===== src/mffu_pkg.sv =====
// Package for the maze flood-fill update unit: sizes, op codes, FSM states.
// No dependencies.
package mffu_pkg;
    localparam int GRID_BITS = 4;
    localparam int CELL_BITS = 2 * GRID_BITS;
    localparam int NCELLS    = 1 << CELL_BITS;
    localparam int DIST_W    = 10;
    localparam int SP_BITS   = CELL_BITS + 1;
    localparam logic [DIST_W-1:0] DMAX = {DIST_W{1'b1}};

    typedef enum logic [1:0] {
        OP_WALL  = 2'd0,
        OP_WDIST = 2'd1,
        OP_RDIST = 2'd2,
        OP_FLOOD = 2'd3
    } op_t;

    typedef enum logic [1:0] {
        DIR_N = 2'd0,
        DIR_E = 2'd1,
        DIR_S = 2'd2,
        DIR_W = 2'd3
    } dir_t;

    typedef enum logic [4:0] {
        ST_INIT, ST_IDLE, ST_SIMPLE, ST_CUR_RD, ST_CUR_WT, ST_NBR_RD, ST_NBR_EV,
        ST_PREV_RD, ST_SREPAIR, ST_CLEAR, ST_SEED, ST_PUSH_RD, ST_PUSH_EV,
        ST_POP, ST_POP_WT, ST_CHK_EV, ST_FIX, ST_OUT
    } state_t;

    // controller -> datapath
    typedef struct packed {
        logic       load;      // capture input transaction
        logic       init_step; // zero one entry of the wall, distance and visited stores after reset
        logic       clr_step;  // clear one visited entry
        logic       do_simple; // ops 0..2
        logic       sel_pop;   // current cell := popped cell
        logic       lat_cur;   // latch current cell wall/dist
        logic       rd_nbr;    // read neighbour dir
        logic [1:0] dir;
        logic       rd_prev;   // read previous cell dist
        logic       acc_init;  // reset min/consistent accumulators
        logic       acc_step;  // fold neighbour into accumulators
        logic       wr_prev1;  // current := prev+1 (sat)
        logic       wr_min1;   // current := min+1 (sat)
        logic       push_cur;  // push current cell
        logic       push_nbr;  // push neighbour if open & unvisited
        logic       pop;       // pop top of stack
    } ctrl_t;

    // datapath -> controller
    typedef struct packed {
        op_t        op;
        logic       consistent;
        logic       stack_empty;
        logic       clr_last;
    } stat_t;

    function automatic logic blocked(input logic [1:0] d, input logic [3:0] code);
        logic [15:0] m;
        begin
            case (d)
                DIR_N:   m = 16'h7584;
                DIR_E:   m = 16'h3AC8;
                DIR_S:   m = 16'h5C70;
                default: m = 16'h6B22;
            endcase
            blocked = m[code];
        end
    endfunction
endpackage


===== src/mffu_ctrl.sv =====
// Sequencer for the maze flood-fill update unit.
// Depends on mffu_pkg.
module mffu_ctrl (
    input  logic            aclk,
    input  logic            aresetn,
    input  logic            s_valid,
    output logic            s_ready,
    output logic            m_valid,
    input  logic            m_ready,
    input  mffu_pkg::stat_t st,
    output mffu_pkg::ctrl_t cmd
);
    import mffu_pkg::*;

    state_t     state_reg, state_next;
    logic [1:0] dir_reg, dir_next;
    logic       ret_reg, ret_next; // 0: start check, 1: pop check

    always_ff @(posedge aclk) begin
        if (!aresetn) begin
            state_reg <= ST_INIT;
            dir_reg   <= DIR_N;
            ret_reg   <= 1'b0;
        end else begin
            state_reg <= state_next;
            dir_reg   <= dir_next;
            ret_reg   <= ret_next;
        end
    end

    // next state
    always_comb begin
        state_next = state_reg;
        dir_next   = dir_reg;
        ret_next   = ret_reg;
        case (state_reg)
            ST_INIT: begin
                if (st.clr_last) state_next = ST_IDLE;
            end
            ST_IDLE: begin
                if (s_valid) state_next = ST_SIMPLE;
            end
            ST_SIMPLE: begin
                if (st.op == OP_FLOOD) begin
                    state_next = ST_CUR_RD;
                    ret_next   = 1'b0;
                end else begin
                    state_next = ST_OUT;
                end
            end
            ST_CUR_RD:  state_next = ST_CUR_WT;
            ST_CUR_WT: begin
                state_next = ST_NBR_RD;
                dir_next   = DIR_N;
            end
            ST_NBR_RD:  state_next = ST_NBR_EV;
            ST_NBR_EV: begin
                if (dir_reg == DIR_W) state_next = ret_reg ? ST_CHK_EV : ST_PREV_RD;
                else begin
                    dir_next   = dir_reg + 2'd1;
                    state_next = ST_NBR_RD;
                end
            end
            ST_PREV_RD: state_next = ST_SREPAIR;
            ST_SREPAIR: state_next = ST_CLEAR;
            ST_CLEAR: begin
                if (st.clr_last) state_next = ST_SEED;
            end
            ST_SEED: begin
                state_next = ST_PUSH_RD;
                dir_next   = DIR_N;
            end
            ST_PUSH_RD: state_next = ST_PUSH_EV;
            ST_PUSH_EV: begin
                if (dir_reg == DIR_W) state_next = ST_POP;
                else begin
                    dir_next   = dir_reg + 2'd1;
                    state_next = ST_PUSH_RD;
                end
            end
            ST_POP: begin
                state_next = st.stack_empty ? ST_OUT : ST_POP_WT;
            end
            ST_POP_WT: begin
                state_next = ST_CUR_RD;
                ret_next   = 1'b1;
            end
            ST_CHK_EV:  state_next = st.consistent ? ST_POP : ST_FIX;
            ST_FIX: begin
                state_next = ST_PUSH_RD;
                dir_next   = DIR_N;
            end
            ST_OUT: begin
                if (m_ready) state_next = ST_IDLE;
            end
            default: state_next = ST_IDLE;
        endcase
    end

    // outputs
    always_comb begin
        cmd     = '0;
        cmd.dir = dir_reg;
        s_ready = 1'b0;
        m_valid = 1'b0;
        case (state_reg)
            ST_INIT:    cmd.init_step = 1'b1;
            ST_IDLE: begin
                s_ready  = 1'b1;
                cmd.load = s_valid;
            end
            ST_SIMPLE:  cmd.do_simple = 1'b1;
            ST_CUR_RD:  cmd.acc_init = 1'b1;
            ST_CUR_WT:  cmd.lat_cur = 1'b1;
            ST_NBR_RD:  cmd.rd_nbr = 1'b1;
            ST_NBR_EV:  cmd.acc_step = 1'b1;
            ST_PREV_RD: cmd.rd_prev = 1'b1;
            ST_SREPAIR: cmd.wr_prev1 = !st.consistent;
            ST_CLEAR:   cmd.clr_step = 1'b1;
            ST_SEED:    cmd.push_cur = 1'b1;
            ST_PUSH_RD: cmd.rd_nbr = 1'b1;
            ST_PUSH_EV: cmd.push_nbr = 1'b1;
            ST_POP:     cmd.pop = !st.stack_empty;
            ST_POP_WT:  cmd.sel_pop = 1'b1;
            ST_FIX:     cmd.wr_min1 = 1'b1;
            ST_OUT:     m_valid = 1'b1;
            default: ;
        endcase
    end
endmodule


===== config.mk =====
export PLATFORM = sky130hd
export DESIGN_NAME = mffu_ctrl
export DESIGN_NICKNAME = d
export VERILOG_FILES = /design/src/mffu_pkg.sv /design/src/mffu_ctrl.sv
export SDC_FILE = /design/constraint.sdc
export NUM_CORES = 1
export LEC_CHECK = 0
export ABC_CLOCK_PERIOD_IN_PS = 3900
export BUFFER_PORTS_ARGS = -buffer_cell sky130_fd_sc_hd__buf_2
export CORE_MARGIN = 2
export CORE_UTILIZATION = 55
export CTS_BUF_LIST = sky130_fd_sc_hd__clkbuf_2 sky130_fd_sc_hd__clkbuf_4 sky130_fd_sc_hd__clkbuf_8
export CTS_CLUSTER_DIAMETER = 30
export CTS_CLUSTER_SIZE = 8
export DETAILED_ROUTE_END_ITERATION = 12
export GPL_ROUTABILITY_DRIVEN = 0
export GPL_TIMING_DRIVEN = 0
export PLACE_DENSITY_LB_ADDON = 0.2
export SETUP_SLACK_MARGIN = 0.4
export SLEW_MARGIN = 20
export SYNTH_ARGS = -nofsm -noshare
export SYNTH_HDL_FRONTEND = slang
export SYNTH_SLANG_ARGS = --single-unit

===== constraint.sdc =====
create_clock -name aclk -period 3.9 [get_ports aclk]
set_input_delay 0.39 -clock aclk [delete_from_list [all_inputs] [get_ports aclk]]
set_output_delay 0.39 -clock aclk [all_outputs]
set_load 0.005 [all_outputs]

; ---- Word-level counts from Yosys, hierarchy flattened
; Index checks and enable logic that the tools add are counted.
[totals]
reg_bits = 8
out_inout_bits = 19
[classes]
add_sub_neg = 1
eq_ne = 25
muxes = 32
reduce_logical = 12
[ops]
columns = op, n
row1 = $pmux W5 S17, 1
row2 = $eq A5 B4 Y1 const B, 8
row3 = $mux W5, 7
row4 = $eq A5 B3 Y1 const B, 4
row5 = $mux W1, 18
row6 = $ne A2 B2 Y1 const B, 6
row7 = $eq A5 B2 Y1 const B, 2
row8 = $eq A5 B5 Y1 const B, 2
row9 = $mux W4, 2
row10 = $reduce_or A2 Y1, 3
row11 = $eq A5 B1 Y1 const B, 1
row12 = $logic_not A5 Y1, 1
row13 = $eq A2 B2 Y1 const B, 2
row14 = $pmux W2 S2, 1
row15 = $reduce_and A2 Y1, 2
row16 = $reduce_and A4 Y1, 1
row17 = $reduce_bool A2 Y1, 2
row18 = $mux W3, 1
row19 = $reduce_or A3 Y1, 1
row20 = $add A2 B1 Y2 const B, 1
row21 = $logic_not A1 Y1, 2
row22 = $mux W2, 1
row23 = $pmux W1 S2, 1

; ---- Logic depth before layout (Yosys ltp)
[depth]
ltp_word = 4
depth_mapped = 6

; ---- Least setup slack after synthesis
; No wires, ideal clock.
[synth_timing]
path_kind = reg-to-output
start = register state_reg[0]
end = output cmd[16] (netlist name)
arrival_ps = 1156
path_slack_ps = 2354
stages_incl_launch_ff = 6
n_path_buf = 2
path_cell_list = dfxtp_1 -> buf_2 -> buf_2 -> nand2_1 -> nor3_1 -> and2_1
[synth_rtl]
columns = element, line_no
row1 = start: declaration, mffu_ctrl.sv:15  ; state_t state_reg, state_next;
row2 = start signal: assignment, mffu_ctrl.sv:25  ; state_reg <= state_next;
row3 = end: declaration, mffu_ctrl.sv:11  ; output mffu_pkg::ctrl_t cmd

==> results.md <==
* DRC at 0
* Final worst path period share at 53.19%
* Crit path max fanout at 10
* Core Region at 1471 µm²
* CTS tree: yes
* Leak at 0.0004556 µW
* Synthesis-to-finish area growth at 21.23%
* Clk_skew at 0.009331 ns
* CTS Sinks at 8
* CP max stage cell: dfxtp_1
* Register area at 160.2 µm²
* Synth unique cells at 39
* Clock Tree Buf Depth at 2
* Commonest non-fill, non-tap cell in the layout: buf_2
* GRT overflow at 0
* Tmin final at 2.074 ns
* Gr usage total at 27.90%
* Area post-placement at 992.2 µm²
* Share of layout cells above drive strength 1 at 27.33%
* Diodes inserted at 0
* Worst path most repeated cell: buf_4
* WHS at 0.4389 ns
* Post-synthesis sequential area ratio at 19.13%
* Avg Cell Area, Syn at 6.975 µm²
* I/O Buffers at 27
* Worst-path clk slew at 0.06 ns
* Ports at 28
* Crit. End Element: output port
* DR WL/cell at 14.26 µm
* Max-Cap Viols at 0
* Clk Latency, worst-skew pair at 0.26 ns
* Pwr Density at 613.0 nW/µm²
* CTS Hold Bufs at 0
* # Post-CTS Setup Buffers at 0
* Final TNS setup at 0 ns
* Filler Cell Count at 133
* Ys Warns at 0
* Top cell type's share of synthesized area at 19.13%
* Crit-path max cell delay at 0.34 ns
* Vias in the first global route at 887
* CTS Root Cell: clkbuf_4
* Synth area leaders: dfxtp_1 19%, nor2_1 7.6%, a21oi_1 6.6%, nor3_1 6.0%, nand2b_1 5.2%
* Row cnt at 14
* Hpwl dp at 1784 µm
* Cts bufs inserted at 3
* Post-synth top area cell: dfxtp_1
* Multi-input gate area at 593.1 µm²
* Die Wd at 43.01 µm
* Rel. slew slack at 66.68%
* DRT Pass-1 Iters at 4
* Crit path launch type: flop
* DR vias/cell at 6.048
* Post-CTS sizing at 0
* DRT Wirelength at 2367 µm
* Height of the die at 43.01 µm
* Least-Margin Pin Slew at 0.4983 ns
* Critical path class: flop to output port
* Status: completed
* CP required at 3.51 ns
* Vias at 1,004
* CP arrival at 1.68 ns
* DR iter-0 viols at 27
* Number of H-tree levels at 1
* Ordered cell list for the critical path: buf_4, buf_4, nand2_1, nor3_1, buf_4, buf_2
* Area of the mapped netlist at 837.1 µm²
* Max VDD drop at 0.3433 mV
* Unrepaired setup endpoints after global routing: no
* Post-route cell area at 1015 µm²
* Cells after Synth at 120
* First-pass GRT wire length at 3995 µm
* Max reg flops at 5
* # setup viols final at 0
* Fmax achieved at 482.1 MHz
* Most frequent cells in the layout: 31 x buf_2, 17 x nor2_1, 11 x a21oi_1
* Syn_nets at 130
* Initial Utilization at 56.89%
* Initial antenna violation count at 0
* Nets at 162
* Final Hold Fails at 0
* Pins Over Slew Limit at 0
* Largest net degree at the start of global routing at 11
* Worst min-delay path class: input port to flop
* Register bit total from synthesis at 8
* Die area at 1850 µm²
* DRT antenna net count at 0
-- cell families (layout without fill, tap and decap cells) --
logic type | after synthesis | in the layout | share of synthesized area (%)
xor+xnor | 2 | 2 | 2.093
simple gates | 62 | 62 | 39.01
flops | 8 | 8 | 19.13
buf+inv | 15 | 45 | 10.01
fa+ha+maj | 2 | 2 | 2.690
compound gates | 27 | 27 | 22.27
mux | 4 | 4 | 4.783
-- layer usage --
metal	track usage (%)	part of all wire, %	up-vias
li1	-	-	485
met4	3.030	0	0
met3	8.085	7.2	0
met2	43.94	49	44
met5	0	0	-
met1	39.02	44	475
-- through the flow --
step                utilization [%]  setup slack [ns]  std cells  total power (µW)
global placement              67.43             2.163        163             541.8
finish                        68.96             1.826        166             622.1
CTS                           68.96             1.821        166             619.4
detailed placement            67.43             2.117        163             552.3
floorplan                         -             2.354        120             436.1
global route                  68.96             1.684        166             677.0
-- area by class of cell --
class | count | area share, %
Buffer | 12 | 7.152
Sequential cell | 8 | 15.78
Multi-Input combinational cell | 97 | 58.45
Timing Repair Buffer | 27 | 13.32
Clock buffer | 3 | 2.219
Inverter | 3 | 1.110
Tap cell | 16 | 1.973
-- Yosys cell counts (all sizes together) --
library cell  number
a32o               1
nand2             10
a31o               1
and2b              1
and2               2
o21ai              3
o2111a             1
buf                9
mux2i              4
ha                 1
nor2              17
xor2               1
dfxtp              8
nor4b              1
a311o              1
o32ai              2
or3b               1
xnor2              1
o32a               1
nand3              1
a22oi              1
a21oi             11
nor3              10
a211oi             2
nor3b              5
nor4               1
a221o              1
maj3               1
nand2b             7
nor2b              2
o21bai             1
a32oi              1
inv                3
or3                2
nand3b             2
clkbuf             3
-- where the power goes --
group          internal [µW]  switching [µW]
Sequential               101            15.3
Clock                   35.3            29.5
Combinational            182             259
-- final timing paths --
kind	from	endpoint	slack, ns	cells past startpoint
worst max-delay path	state_reg[3]	cmd[12]	1.83	6
worst min-delay path	aresetn	dir_reg[1]	0.44	3
worst max register to register	state_reg[2]	dir_reg[0]	2.32	5
worst min register to register	dir_reg[1]	dir_reg[1]	0.49	2
-- critical path: cells and delay by family, from the launching register on --
kind	cells	cell delay, ns
buffers and inverters	4	0.63
flip-flops	1	0.34
AND/OR/NAND/NOR	2	0.46
(Power assumes the default switching activity.)
